==> config.mk <==
export PLATFORM = sky130hd
export DESIGN_NAME = static_curve_audio_compressor
export DESIGN_NICKNAME = d
export VERILOG_FILES = /design/src/rtl/scac_pkg.sv /design/src/rtl/scac_cfg.sv /design/src/rtl/scac_front.sv /design/src/rtl/scac_fifo.sv /design/src/rtl/scac_back.sv /design/src/rtl/static_curve_audio_compressor.sv
export SDC_FILE = /design/constraint.sdc
export NUM_CORES = 2
export LEC_CHECK = 0
export ABC_AREA = 1
export BUFFER_PORTS_ARGS = -buffer_cell sky130_fd_sc_hd__buf_2
export CORE_AREA = 2 2 305 307
export DETAILED_ROUTE_END_ITERATION = 8
export DIE_AREA = 0 0 307 309
export GPL_TIMING_DRIVEN = 0
export HOLD_SLACK_MARGIN = 0.15
export PLACE_DENSITY_LB_ADDON = 0.1
export SLEW_MARGIN = 5
export SYNTH_ARGS = -nofsm -noshare
export SYNTH_HDL_FRONTEND = slang
export SYNTH_SLANG_ARGS = --single-unit
export TNS_END_PERCENT = 1
==> constraint.sdc <==
create_clock -name clk -period 11.5 [get_ports clk]
set_input_delay 0.575 -clock clk [delete_from_list [all_inputs] [get_ports clk]]
set_output_delay 0.575 -clock clk [all_outputs]
set_load 0.02 [all_outputs]
==> src/rtl/scac_pkg.sv <==
package scac_pkg;

    // Default fixed-point format and slope width
    localparam int FRAC_BITS_DEF   = 16;
    localparam int SLOPE_WIDTH_DEF = 24;

    // Field widths
    localparam int THR_W      = 17;  // unsigned threshold / level registers
    localparam int GAIN_W     = 18;  // signed makeup gain
    localparam int SAMPLE_W   = 18;  // signed input sample
    localparam int RESULT_W   = 19;  // signed output sample
    localparam int MAG_W      = 18;  // sample magnitude, up to 131072
    localparam int OFF_W      = 20;  // signed offset added after the ramp product
    localparam int NUM_W      = 20;  // signed slope numerator
    localparam int NUM_MAG_W  = 19;  // magnitude of the slope numerator
    localparam int DEN_W      = 18;  // signed slope denominator
    localparam int CFG_IDX_W  = 3;
    localparam int CFG_DATA_W = 18;

    // Depth of the queue between front and back
    localparam int QUEUE_DEPTH = 4;

    // Register indexes
    localparam logic [CFG_IDX_W-1:0] REG_GATE_END     = 3'd0;
    localparam logic [CFG_IDX_W-1:0] REG_UP_THR       = 3'd1;
    localparam logic [CFG_IDX_W-1:0] REG_DOWN_THR     = 3'd2;
    localparam logic [CFG_IDX_W-1:0] REG_LIMIT_START  = 3'd3;
    localparam logic [CFG_IDX_W-1:0] REG_MAKEUP_GAIN  = 3'd4;
    localparam logic [CFG_IDX_W-1:0] REG_MAX_LEVEL    = 3'd5;

    typedef struct packed {
        logic [THR_W-1:0]         gate_end;
        logic [THR_W-1:0]         up_thr;
        logic [THR_W-1:0]         down_thr;
        logic [THR_W-1:0]         limit_start;
        logic signed [GAIN_W-1:0] makeup_gain;
        logic [THR_W-1:0]         max_level;
    } curve_cfg_t;

    localparam curve_cfg_t CURVE_RESET = '{
        gate_end:    17'd0,
        up_thr:      17'd16384,
        down_thr:    17'd49152,
        limit_start: 17'd65536,
        makeup_gain: 18'sd0,
        max_level:   17'd65536
    };

    // Which ramp slope multiplies the difference
    typedef enum logic [1:0] {
        SEL_NONE,
        SEL_GATE,
        SEL_COMP
    } slope_sel_t;

    // One classified sample travelling from front to back
    typedef struct packed {
        logic                    neg;
        slope_sel_t              sel;
        logic [MAG_W-1:0]        diff;
        logic signed [OFF_W-1:0] offset;
    } curve_op_t;

endpackage

==> src/rtl/scac_cfg.sv <==
module scac_cfg
    import scac_pkg::*;
#(
    parameter int FRAC_BITS   = FRAC_BITS_DEF,
    parameter int SLOPE_WIDTH = SLOPE_WIDTH_DEF
)
(
    input  logic                          clk,
    input  logic                          rst_n,
    input  logic                          cfg_valid,
    output logic                          cfg_ready,
    input  logic [CFG_IDX_W-1:0]          cfg_index,
    input  logic [CFG_DATA_W-1:0]         cfg_data,
    output curve_cfg_t                    curve,
    output logic signed [SLOPE_WIDTH-1:0] gate_slope,
    output logic signed [SLOPE_WIDTH-1:0] comp_slope,
    output logic                          busy
);

    localparam int DIV_W = NUM_MAG_W + FRAC_BITS;
    localparam int CNT_W = $clog2(DIV_W + 1);
    localparam int CMP_W = ((DIV_W > SLOPE_WIDTH) ? DIV_W : SLOPE_WIDTH) + 1;

    localparam logic [CMP_W-1:0] MAX_MAG = (CMP_W'(1) << (SLOPE_WIDTH - 1)) - CMP_W'(1);
    localparam logic [CMP_W-1:0] MIN_MAG = CMP_W'(1) << (SLOPE_WIDTH - 1);
    localparam logic [SLOPE_WIDTH-1:0] SLOPE_ONE = (FRAC_BITS < SLOPE_WIDTH - 1) ?
        (SLOPE_WIDTH'(1) << FRAC_BITS) : SLOPE_WIDTH'(MAX_MAG);

    typedef enum logic [1:0] {
        ST_IDLE,
        ST_LOAD,
        ST_DIV,
        ST_FIN
    } state_t;

    state_t                        state_reg, state_next;
    logic                          comp_phase_reg, comp_phase_next;
    curve_cfg_t                    curve_reg, curve_next;
    logic signed [SLOPE_WIDTH-1:0] gate_slope_reg, gate_slope_next;
    logic signed [SLOPE_WIDTH-1:0] comp_slope_reg, comp_slope_next;

    // divider datapath
    logic [CNT_W-1:0] cnt_reg, cnt_next;
    logic [DIV_W-1:0] quo_reg, quo_next;
    logic [THR_W-1:0] rem_reg, rem_next;
    logic [THR_W-1:0] den_reg, den_next;
    logic             neg_reg, neg_next;
    logic             zero_reg, zero_next;

    logic signed [NUM_W-1:0] num_gate, num_comp, num_sel, num_abs;
    logic signed [DEN_W-1:0] den_gate, den_comp, den_sel;
    logic [THR_W:0]          rem_sh;
    logic                    rem_ge;
    logic [CMP_W-1:0]        quo_ext, lim, sat_mag, slope_wide;
    logic [SLOPE_WIDTH-1:0]  slope_val;
    logic                    wr_en;

    assign busy       = (state_reg != ST_IDLE);
    assign cfg_ready  = !busy;
    assign curve      = curve_reg;
    assign gate_slope = gate_slope_reg;
    assign comp_slope = comp_slope_reg;
    assign wr_en      = cfg_valid && cfg_ready;

    // slope terms
    assign num_gate = NUM_W'(signed'({1'b0, curve_reg.up_thr}))
                    + NUM_W'(curve_reg.makeup_gain);
    assign num_comp = NUM_W'(signed'({1'b0, curve_reg.max_level}))
                    - NUM_W'(signed'({1'b0, curve_reg.down_thr}))
                    - NUM_W'(curve_reg.makeup_gain);
    assign den_gate = signed'({1'b0, curve_reg.up_thr})
                    - signed'({1'b0, curve_reg.gate_end});
    assign den_comp = signed'({1'b0, curve_reg.limit_start})
                    - signed'({1'b0, curve_reg.down_thr});
    assign num_sel  = comp_phase_reg ? num_comp : num_gate;
    assign den_sel  = comp_phase_reg ? den_comp : den_gate;
    assign num_abs  = num_sel[NUM_W-1] ? -num_sel : num_sel;

    // one restoring step
    assign rem_sh = {rem_reg, quo_reg[DIV_W-1]};
    assign rem_ge = (rem_sh >= {1'b0, den_reg});

    // saturate and apply sign
    assign quo_ext    = CMP_W'(quo_reg);
    assign lim        = neg_reg ? MIN_MAG : MAX_MAG;
    assign sat_mag    = (quo_ext > lim) ? lim : quo_ext;
    assign slope_wide = neg_reg ? -sat_mag : sat_mag;
    assign slope_val  = zero_reg ? '0 : slope_wide[SLOPE_WIDTH-1:0];

    always_comb
    begin
        state_next      = state_reg;
        comp_phase_next = comp_phase_reg;
        curve_next      = curve_reg;
        gate_slope_next = gate_slope_reg;
        comp_slope_next = comp_slope_reg;
        cnt_next        = cnt_reg;
        quo_next        = quo_reg;
        rem_next        = rem_reg;
        den_next        = den_reg;
        neg_next        = neg_reg;
        zero_next       = zero_reg;

        case (state_reg)
            ST_IDLE:
            begin
                if (wr_en)
                begin
                    comp_phase_next = 1'b0;
                    state_next      = ST_LOAD;
                    case (cfg_index)
                        REG_GATE_END:    curve_next.gate_end    = cfg_data[THR_W-1:0];
                        REG_UP_THR:      curve_next.up_thr      = cfg_data[THR_W-1:0];
                        REG_DOWN_THR:    curve_next.down_thr    = cfg_data[THR_W-1:0];
                        REG_LIMIT_START: curve_next.limit_start = cfg_data[THR_W-1:0];
                        REG_MAKEUP_GAIN: curve_next.makeup_gain = signed'(cfg_data);
                        REG_MAX_LEVEL:   curve_next.max_level   = cfg_data[THR_W-1:0];
                        default:         state_next             = ST_IDLE;
                    endcase
                end
            end
            ST_LOAD:
            begin
                quo_next   = {num_abs[NUM_MAG_W-1:0], {FRAC_BITS{1'b0}}};
                rem_next   = '0;
                den_next   = den_sel[THR_W-1:0];
                neg_next   = num_sel[NUM_W-1];
                zero_next  = den_sel[DEN_W-1] || (den_sel == '0);
                cnt_next   = '0;
                state_next = ST_DIV;
            end
            ST_DIV:
            begin
                quo_next = {quo_reg[DIV_W-2:0], rem_ge};
                rem_next = rem_ge ? THR_W'(rem_sh - {1'b0, den_reg}) : rem_sh[THR_W-1:0];
                cnt_next = cnt_reg + CNT_W'(1);
                if (cnt_reg == CNT_W'(DIV_W - 1))
                begin
                    state_next = ST_FIN;
                end
            end
            ST_FIN:
            begin
                if (comp_phase_reg)
                begin
                    comp_slope_next = slope_val;
                    state_next      = ST_IDLE;
                end
                else
                begin
                    gate_slope_next = slope_val;
                    comp_phase_next = 1'b1;
                    state_next      = ST_LOAD;
                end
            end
            default:
            begin
                state_next = ST_IDLE;
            end
        endcase
    end

    always_ff @(posedge clk or negedge rst_n)
    begin
        if (!rst_n)
        begin
            state_reg      <= ST_IDLE;
            comp_phase_reg <= 1'b0;
            curve_reg      <= CURVE_RESET;
            gate_slope_reg <= signed'(SLOPE_ONE);
            comp_slope_reg <= signed'(SLOPE_ONE);
        end
        else
        begin
            state_reg      <= state_next;
            comp_phase_reg <= comp_phase_next;
            curve_reg      <= curve_next;
            gate_slope_reg <= gate_slope_next;
            comp_slope_reg <= comp_slope_next;
        end
    end

    always_ff @(posedge clk)
    begin
        cnt_reg  <= cnt_next;
        quo_reg  <= quo_next;
        rem_reg  <= rem_next;
        den_reg  <= den_next;
        neg_reg  <= neg_next;
        zero_reg <= zero_next;
    end

    // a write to a known register always starts a slope update
    a_write_starts_update: assert property (@(posedge clk) disable iff (!rst_n)
        (wr_en && (cfg_index <= REG_MAX_LEVEL)) |=> busy)
        else $error("register write did not start slope update");

    // slopes only change in the finishing step of the divider
    a_slopes_hold: assert property (@(posedge clk) disable iff (!rst_n)
        (state_reg != ST_FIN) |=> ($stable(gate_slope_reg) && $stable(comp_slope_reg)))
        else $error("slope changed outside the finishing step");

endmodule

==> src/rtl/scac_front.sv <==
module scac_front
    import scac_pkg::*;
#(
    parameter int FRAC_BITS = FRAC_BITS_DEF
)
(
    input  logic                       clk,
    input  logic                       rst_n,
    input  logic                       sample_valid,
    output logic                       sample_stall,
    input  logic signed [SAMPLE_W-1:0] sample_in,
    input  curve_cfg_t                 curve,
    input  logic                       cfg_busy,
    input  logic                       cfg_valid,
    input  logic                       queue_full,
    output logic                       push,
    output curve_op_t                  push_op
);

    localparam int MCMP_W = (MAG_W > FRAC_BITS + 2) ? MAG_W : FRAC_BITS + 2;
    localparam logic [MCMP_W-1:0] ONE_Q = MCMP_W'(1) << FRAC_BITS;

    logic             f_valid_reg, f_valid_next;
    curve_op_t        f_op_reg;
    curve_op_t        op;
    logic             neg;
    logic [MAG_W-1:0] mag;
    logic             accept;

    assign neg = sample_in[SAMPLE_W-1];
    assign mag = neg ? MAG_W'(-sample_in) : MAG_W'(sample_in);

    // classify by magnitude, first matching region wins
    always_comb
    begin
        op.neg    = neg;
        op.sel    = SEL_NONE;
        op.diff   = mag - MAG_W'(curve.gate_end);
        op.offset = '0;
        if (MCMP_W'(mag) > ONE_Q)
        begin
            op.neg    = 1'b0;
            op.offset = OFF_W'(sample_in);
        end
        else if (mag <= MAG_W'(curve.gate_end))
        begin
            op.offset = '0;
        end
        else if (mag <= MAG_W'(curve.up_thr))
        begin
            op.sel = SEL_GATE;
        end
        else if (mag <= MAG_W'(curve.down_thr))
        begin
            op.offset = OFF_W'(signed'({1'b0, mag})) + OFF_W'(curve.makeup_gain);
        end
        else if (mag <= MAG_W'(curve.limit_start))
        begin
            op.sel    = SEL_COMP;
            op.diff   = mag - MAG_W'(curve.down_thr);
            op.offset = OFF_W'(signed'({1'b0, curve.down_thr}))
                      + OFF_W'(curve.makeup_gain);
        end
        else
        begin
            op.offset = OFF_W'(signed'({1'b0, curve.max_level}));
        end
    end

    assign sample_stall = cfg_busy || cfg_valid || (f_valid_reg && queue_full);
    assign accept       = sample_valid && !sample_stall;
    assign push         = f_valid_reg && !queue_full;
    assign push_op      = f_op_reg;

    always_comb
    begin
        f_valid_next = f_valid_reg;
        if (accept)
        begin
            f_valid_next = 1'b1;
        end
        else if (push)
        begin
            f_valid_next = 1'b0;
        end
    end

    always_ff @(posedge clk or negedge rst_n)
    begin
        if (!rst_n)
        begin
            f_valid_reg <= 1'b0;
        end
        else
        begin
            f_valid_reg <= f_valid_next;
        end
    end

    always_ff @(posedge clk)
    begin
        if (accept)
        begin
            f_op_reg <= op;
        end
    end

endmodule

==> src/rtl/scac_fifo.sv <==
module scac_fifo
    import scac_pkg::*;
#(
    parameter int DEPTH = QUEUE_DEPTH
)
(
    input  logic      clk,
    input  logic      rst_n,
    input  logic      push,
    input  curve_op_t push_op,
    output logic      full,
    input  logic      pop,
    output curve_op_t pop_op,
    output logic      empty
);

    localparam int PTR_W = $clog2(DEPTH);
    localparam int CNT_W = $clog2(DEPTH + 1);

    curve_op_t        mem_reg [DEPTH];
    logic [PTR_W-1:0] wr_ptr_reg, wr_ptr_next;
    logic [PTR_W-1:0] rd_ptr_reg, rd_ptr_next;
    logic [CNT_W-1:0] count_reg, count_next;

    assign full   = (count_reg == CNT_W'(DEPTH));
    assign empty  = (count_reg == '0);
    assign pop_op = mem_reg[rd_ptr_reg];

    always_comb
    begin
        wr_ptr_next = push ? wr_ptr_reg + PTR_W'(1) : wr_ptr_reg;
        rd_ptr_next = pop ? rd_ptr_reg + PTR_W'(1) : rd_ptr_reg;
        count_next  = count_reg + CNT_W'(push) - CNT_W'(pop);
    end

    always_ff @(posedge clk or negedge rst_n)
    begin
        if (!rst_n)
        begin
            wr_ptr_reg <= '0;
            rd_ptr_reg <= '0;
            count_reg  <= '0;
        end
        else
        begin
            wr_ptr_reg <= wr_ptr_next;
            rd_ptr_reg <= rd_ptr_next;
            count_reg  <= count_next;
        end
    end

    always_ff @(posedge clk)
    begin
        if (push)
        begin
            mem_reg[wr_ptr_reg] <= push_op;
        end
    end

    a_no_overflow: assert property (@(posedge clk) disable iff (!rst_n)
        push |-> !full)
        else $error("queue written while full");

    a_no_underflow: assert property (@(posedge clk) disable iff (!rst_n)
        pop |-> !empty)
        else $error("queue read while empty");

endmodule

==> src/rtl/scac_back.sv <==
module scac_back
    import scac_pkg::*;
#(
    parameter int FRAC_BITS   = FRAC_BITS_DEF,
    parameter int SLOPE_WIDTH = SLOPE_WIDTH_DEF
)
(
    input  logic                          clk,
    input  logic                          rst_n,
    input  logic                          queue_empty,
    input  curve_op_t                     pop_op,
    output logic                          pop,
    input  logic signed [SLOPE_WIDTH-1:0] gate_slope,
    input  logic signed [SLOPE_WIDTH-1:0] comp_slope,
    output logic                          shaped_valid,
    input  logic                          shaped_stall,
    output logic signed [RESULT_W-1:0]    sample_out
);

    localparam int PROD_W = MAG_W + 1 + SLOPE_WIDTH;
    localparam int Y_W    = PROD_W + 2;
    localparam logic signed [Y_W-1:0] OUT_MAX = (Y_W'(1) << (RESULT_W - 1)) - Y_W'(1);
    localparam logic signed [Y_W-1:0] OUT_MIN = -(Y_W'(1) << (RESULT_W - 1));

    logic                          m_valid_reg, m_valid_next;
    logic signed [PROD_W-1:0]      m_prod_reg;
    logic signed [OFF_W-1:0]       m_off_reg;
    logic                          m_neg_reg;
    logic                          out_valid_reg, out_valid_next;
    logic signed [RESULT_W-1:0]    out_data_reg;

    logic signed [SLOPE_WIDTH-1:0] slope;
    logic signed [PROD_W-1:0]      prod;
    logic signed [Y_W-1:0]         y_pos, y;
    logic signed [RESULT_W-1:0]    y_sat;
    logic                          o_free, o_load, m_free;

    assign o_free = !out_valid_reg || !shaped_stall;
    assign o_load = m_valid_reg && o_free;
    assign m_free = !m_valid_reg || o_free;
    assign pop    = !queue_empty && m_free;

    always_comb
    begin
        case (pop_op.sel)
            SEL_GATE: slope = gate_slope;
            SEL_COMP: slope = comp_slope;
            default:  slope = '0;
        endcase
    end

    assign prod = PROD_W'(signed'({1'b0, pop_op.diff})) * PROD_W'(slope);

    // floor the product, add offset, mirror and clamp
    assign y_pos = (Y_W'(m_prod_reg) >>> FRAC_BITS) + Y_W'(m_off_reg);
    assign y     = m_neg_reg ? -y_pos : y_pos;

    always_comb
    begin
        if (y > OUT_MAX)
        begin
            y_sat = OUT_MAX[RESULT_W-1:0];
        end
        else if (y < OUT_MIN)
        begin
            y_sat = OUT_MIN[RESULT_W-1:0];
        end
        else
        begin
            y_sat = y[RESULT_W-1:0];
        end
    end

    always_comb
    begin
        m_valid_next = m_valid_reg;
        if (pop)
        begin
            m_valid_next = 1'b1;
        end
        else if (o_load)
        begin
            m_valid_next = 1'b0;
        end

        out_valid_next = out_valid_reg;
        if (o_load)
        begin
            out_valid_next = 1'b1;
        end
        else if (!shaped_stall)
        begin
            out_valid_next = 1'b0;
        end
    end

    always_ff @(posedge clk or negedge rst_n)
    begin
        if (!rst_n)
        begin
            m_valid_reg   <= 1'b0;
            out_valid_reg <= 1'b0;
        end
        else
        begin
            m_valid_reg   <= m_valid_next;
            out_valid_reg <= out_valid_next;
        end
    end

    always_ff @(posedge clk)
    begin
        if (pop)
        begin
            m_prod_reg <= prod;
            m_off_reg  <= pop_op.offset;
            m_neg_reg  <= pop_op.neg;
        end
        if (o_load)
        begin
            out_data_reg <= y_sat;
        end
    end

    assign shaped_valid = out_valid_reg;
    assign sample_out   = out_data_reg;

endmodule

==> src/rtl/static_curve_audio_compressor.sv <==
// Static piecewise-linear curve for audio samples: gate, gate ramp, offset
// region, compression ramp and limiter, mirrored for negative samples.
//
// Sample channel: sample_valid / sample_stall carry one signed Q.16 sample
// per beat on sample_in. Shaped channel: shaped_valid / shaped_stall carry
// one shaped sample per beat on sample_out. A beat moves when valid is high
// and stall is low.
// Config channel: cfg_valid / cfg_ready, cfg_index picks the register,
// cfg_data holds the value. Write only while no sample is in flight. Each
// write to a known register recomputes both ramp slopes with a shared
// bit-serial divider, one quotient bit per cycle. sample_stall and
// cfg_ready hold off new beats during that update. Throughput: one sample
// per cycle unless the receiver, a write or a slope update holds it off.
// A sample goes through the front register, queue, multiply and output.
// When the receiver stalls, the output register holds its sample, the back
// stages and the queue fill, and sample_stall rises only once the queue is
// full. Reset clears all pipeline valids and the queue, loads the default
// curve and sets both slopes to 1.0.
module static_curve_audio_compressor
    import scac_pkg::*;
#(
    parameter int FRAC_BITS   = FRAC_BITS_DEF,
    parameter int SLOPE_WIDTH = SLOPE_WIDTH_DEF
)
(
    input  logic                       clk,
    input  logic                       rst_n,
    input  logic                       sample_valid,
    output logic                       sample_stall,
    input  logic signed [SAMPLE_W-1:0] sample_in,
    output logic                       shaped_valid,
    input  logic                       shaped_stall,
    output logic signed [RESULT_W-1:0] sample_out,
    input  logic                       cfg_valid,
    output logic                       cfg_ready,
    input  logic [CFG_IDX_W-1:0]       cfg_index,
    input  logic [CFG_DATA_W-1:0]      cfg_data
);

    curve_cfg_t                    curve;
    logic signed [SLOPE_WIDTH-1:0] gate_slope;
    logic signed [SLOPE_WIDTH-1:0] comp_slope;
    logic                          cfg_busy;
    logic                          push, pop, queue_full, queue_empty;
    curve_op_t                     push_op, pop_op;

    // Registers and slope divider
    scac_cfg #(
        .FRAC_BITS   (FRAC_BITS),
        .SLOPE_WIDTH (SLOPE_WIDTH)
    ) u_cfg (
        .clk        (clk),
        .rst_n      (rst_n),
        .cfg_valid  (cfg_valid),
        .cfg_ready  (cfg_ready),
        .cfg_index  (cfg_index),
        .cfg_data   (cfg_data),
        .curve      (curve),
        .gate_slope (gate_slope),
        .comp_slope (comp_slope),
        .busy       (cfg_busy)
    );

    // Front: take the sample, find its region, pick the ramp operands
    scac_front #(
        .FRAC_BITS (FRAC_BITS)
    ) u_front (
        .clk          (clk),
        .rst_n        (rst_n),
        .sample_valid (sample_valid),
        .sample_stall (sample_stall),
        .sample_in    (sample_in),
        .curve        (curve),
        .cfg_busy     (cfg_busy),
        .cfg_valid    (cfg_valid),
        .queue_full   (queue_full),
        .push         (push),
        .push_op      (push_op)
    );

    // Queue: decouple front from output backpressure
    scac_fifo #(
        .DEPTH (QUEUE_DEPTH)
    ) u_fifo (
        .clk     (clk),
        .rst_n   (rst_n),
        .push    (push),
        .push_op (push_op),
        .full    (queue_full),
        .pop     (pop),
        .pop_op  (pop_op),
        .empty   (queue_empty)
    );

    // Back: multiply by the slope, add offset, mirror, clamp
    scac_back #(
        .FRAC_BITS   (FRAC_BITS),
        .SLOPE_WIDTH (SLOPE_WIDTH)
    ) u_back (
        .clk          (clk),
        .rst_n        (rst_n),
        .queue_empty  (queue_empty),
        .pop_op       (pop_op),
        .pop          (pop),
        .gate_slope   (gate_slope),
        .comp_slope   (comp_slope),
        .shaped_valid (shaped_valid),
        .shaped_stall (shaped_stall),
        .sample_out   (sample_out)
    );

    // no sample enters while the slopes are being recomputed
    a_no_sample_during_update: assert property (@(posedge clk) disable iff (!rst_n)
        (sample_valid && !sample_stall) |-> !cfg_busy)
        else $error("sample taken during slope update");

endmodule

==> metrics.md <==
| Metric | Value |
|---|---|
| Largest net degree at the start of global routing | `109` |
| Register area share after synthesis | `0.291` |
| Final net count | `7,234` |
| Global-route wire length before repair | `235,000 um` |
| DR iter-0 viols | `3,773` |
| First-pass DRT Iterations | `6` |
| Starting Density | `0.548` |
| HPWL Detailed | `122,000 um` |
| WL final | `151,000 um` |
| WP buf/inv | `13` |
| Vias in the first global route | `41,800` |
| Worst EP arrival | `11.03 ns` |
| Hold Buf Count CTS | `3` |
| TritonCTS clock tree | `yes` |
| Wirelength per Cell | `19.9 um` |
| Crit-path max cell delay | `0.77 ns` |
| DR DRC count | `0` |
| Share of cells above drive strength 1 | `0.0413` |
| Clk_lat worst skew | `0.69 ns` |
| Netlist cell types | `65` |
| Final setup skew | `0.0445 ns` |
| Worst-Margin Slew | `1.32 ns` |
| Core area | `91,400 um2` |
| Syn. warnings | `0` |
| Congestion Overflow GR | `0` |
| Syn Inst Count | `6,231` |
| Status | `complete, no violations` |
| Port bufs | `64` |
| Detailed-route via count | `42,400` |
| HP Class | `input port to register` |
| Commonest non-fill, non-tap cells in the layout | `nand2_1, inv_1, nor2_1` |
| Final Hold Vio Count | `0` |
| Die area | `94,900 um2` |
| PostCTS Resize Cnt | `0` |
| Ant diodes | `0` |
| Fin. max-slew vios | `0` |
| Worst path required time | `11.91 ns` |
| Max reg flops | `164` |
| CP Max Fanout | `10` |
| Most frequent cell on the critical path | `inv_1` |
| RSZ-0062 raised after global routing | `false` |
| Final worst path period need | `10.62 ns` |
| Die W | `307 um` |
| Initial antenna violation count | `0` |
| #FFs+latches synth | `513` |
| Cts bufs inserted | `58` |
| CP delay by family, top | `adder cells` |
| Sink Count | `513` |
| Commonest non-fill, non-tap cell in the layout | `nand2_1` |
| Area grow syn2layout | `8.02%` |
| Routed Antenna Nets | `0` |
| Mapped Area | `50,100 um2` |
| Die Y | `309 um` |
| CTS root buf | `clkbuf_16` |
| Startpoint Class | `register` |
| Slew HR | `0.120` |
| Period utilisation layout | `0.923` |
| Setup TNS | `0 ns` |
| Slowest stage cell, crit path | `fa_1` |
| IO Pins | `66` |
| Placer congestion estimate | `0.982` |
| Syn nets | `7,098` |
| CP Class | `register to register` |
| H-Tree Depth | `2` |
| Final setup viols | `0` |
| Number of max-cap violations | `0` |
| Endpoint type of the worst setup path | `register` |
| Post-CTS Setup Inserts | `0` |
| Row cnt | `111` |
| Total GRT Usage | `0.324` |
| Achievable frequency | `94.2 MHz` |
| Vias per std cell | `5.58` |
| Syn avg cell area | `8.04 um2` |
| Clock slew at reported path FFs | `0.06 ns` |
| Clk buf depth | `3` |
logic make-up (layout without fill, tap and decap cells):
group	after synthesis	in the layout	synth area share
buffers and inverters	1279	1461	0.0972
DFF	513	513	0.291
AOI/OAI and AO/OA	921	921	0.102
muxes	2	2	0.000425
adders and majority gates	823	823	0.272
xor gates and xnor gates	187	187	0.0329
and+or+nand+nor	2506	2506	0.205
stage by stage:
step	util	setup slack, ns	instances	hold WS, ns	area, um2
2_1_floorplan	-	3.31	6231	0.279	50100
3_3_place_gp	0.568	1.10	7481	0.463	51900
3_5_place_dp	0.571	0.984	7490	0.471	52100
4_1_cts	0.592	0.988	7599	0.205	54100
5_1_grt	0.592	0.236	7599	0.233	54100
6_report	0.592	0.884	7599	0.244	54100
synth_stat cells (all sizes together):
master	instances	area, um2
nand2	1455	5540
inv	1103	4140
nor2	622	2370
fa	440	8810
o21ai	423	2130
ha	383	4790
edfxtp	349	10500
a21oi	311	1560
nand3	258	1320
dfrtp	157	3930
clkbuf	125	469
xor2	123	1080
nand4	70	438
xnor2	64	561
nor3	56	295
buf	36	203
o22ai	29	181
a21o	23	173
a22o	22	193
a31oi	22	138
o211ai	21	158
o21bai	20	150
clkinv	15	56.3
nor4	15	93.8
nand3b	11	82.6
o31ai	11	82.6
or2	10	62.6
o21a	8	60.1
a21boi	7	52.6
dfstp	7	184
a211oi	6	45.0
and2	6	40.0
o2111ai	5	43.8
o221ai	3	26.3
a221oi	2	17.5
a32o	2	20.0
a32oi	2	17.5
nor3b	2	15.0
o311ai	2	17.5
and3	1	6.26
mux2	1	11.3
mux2i	1	10.0
o211a	1	10.0
o22a	1	8.76
area by class of cell:
cell class	instances	area, um2
inverter	1118	4200
tap	1186	1480
fill	8470	37300
timing repair buffer	76	551
sequential	513	14600
buffer	161	672
clock inverter	36	399
multi-input combinational	4439	30700
clock buffer	70	1530
worst paths after layout:
path | startpoint | depth (start not counted) | to | slack (ns)
setup / recovery | u_fifo.rd_ptr_reg[0] | 33 | u_back.m_prod_reg[41] | 0.88
hold / removal | sample_in[4] | 3 | u_front.push_op[4] | 0.24
setup reg to reg | u_fifo.rd_ptr_reg[0] | 33 | u_back.m_prod_reg[41] | 0.88
hold reg to reg | u_cfg.comp_slope[16] | 2 | u_cfg.comp_slope[16] | 0.48
max in group asynchronous | rst_n | 3 | u_back.m_valid_reg | 10.11
min in group asynchronous | rst_n | 2 | u_front.f_valid_reg | 0.42
metal layers:
metal  track usage  routed length, um  vias to the layer above
met5             0                  0                        -
met4         0.162               8670                        0
met3        0.0497              11600                      368
met2         0.530              69400                     1644
met1         0.421              61700                    20200
li1              -                  -                    20200
worst reg2reg max path, delay by kind of cell, from the launching register on:
| kind | cells | cell delay (ns) |
|---|---|---|
| compound gates | 3 | 1.15 |
| xor+xnor | 1 | 0.12 |
| fa+ha+maj | 8 | 4.39 |
| buf+inv | 13 | 2.61 |
| flops | 1 | 0.39 |
| simple gates | 8 | 1.70 |
Power is not shown: default switching activity piles up to over one toggle a cycle in this logic, so the estimate is an artifact.
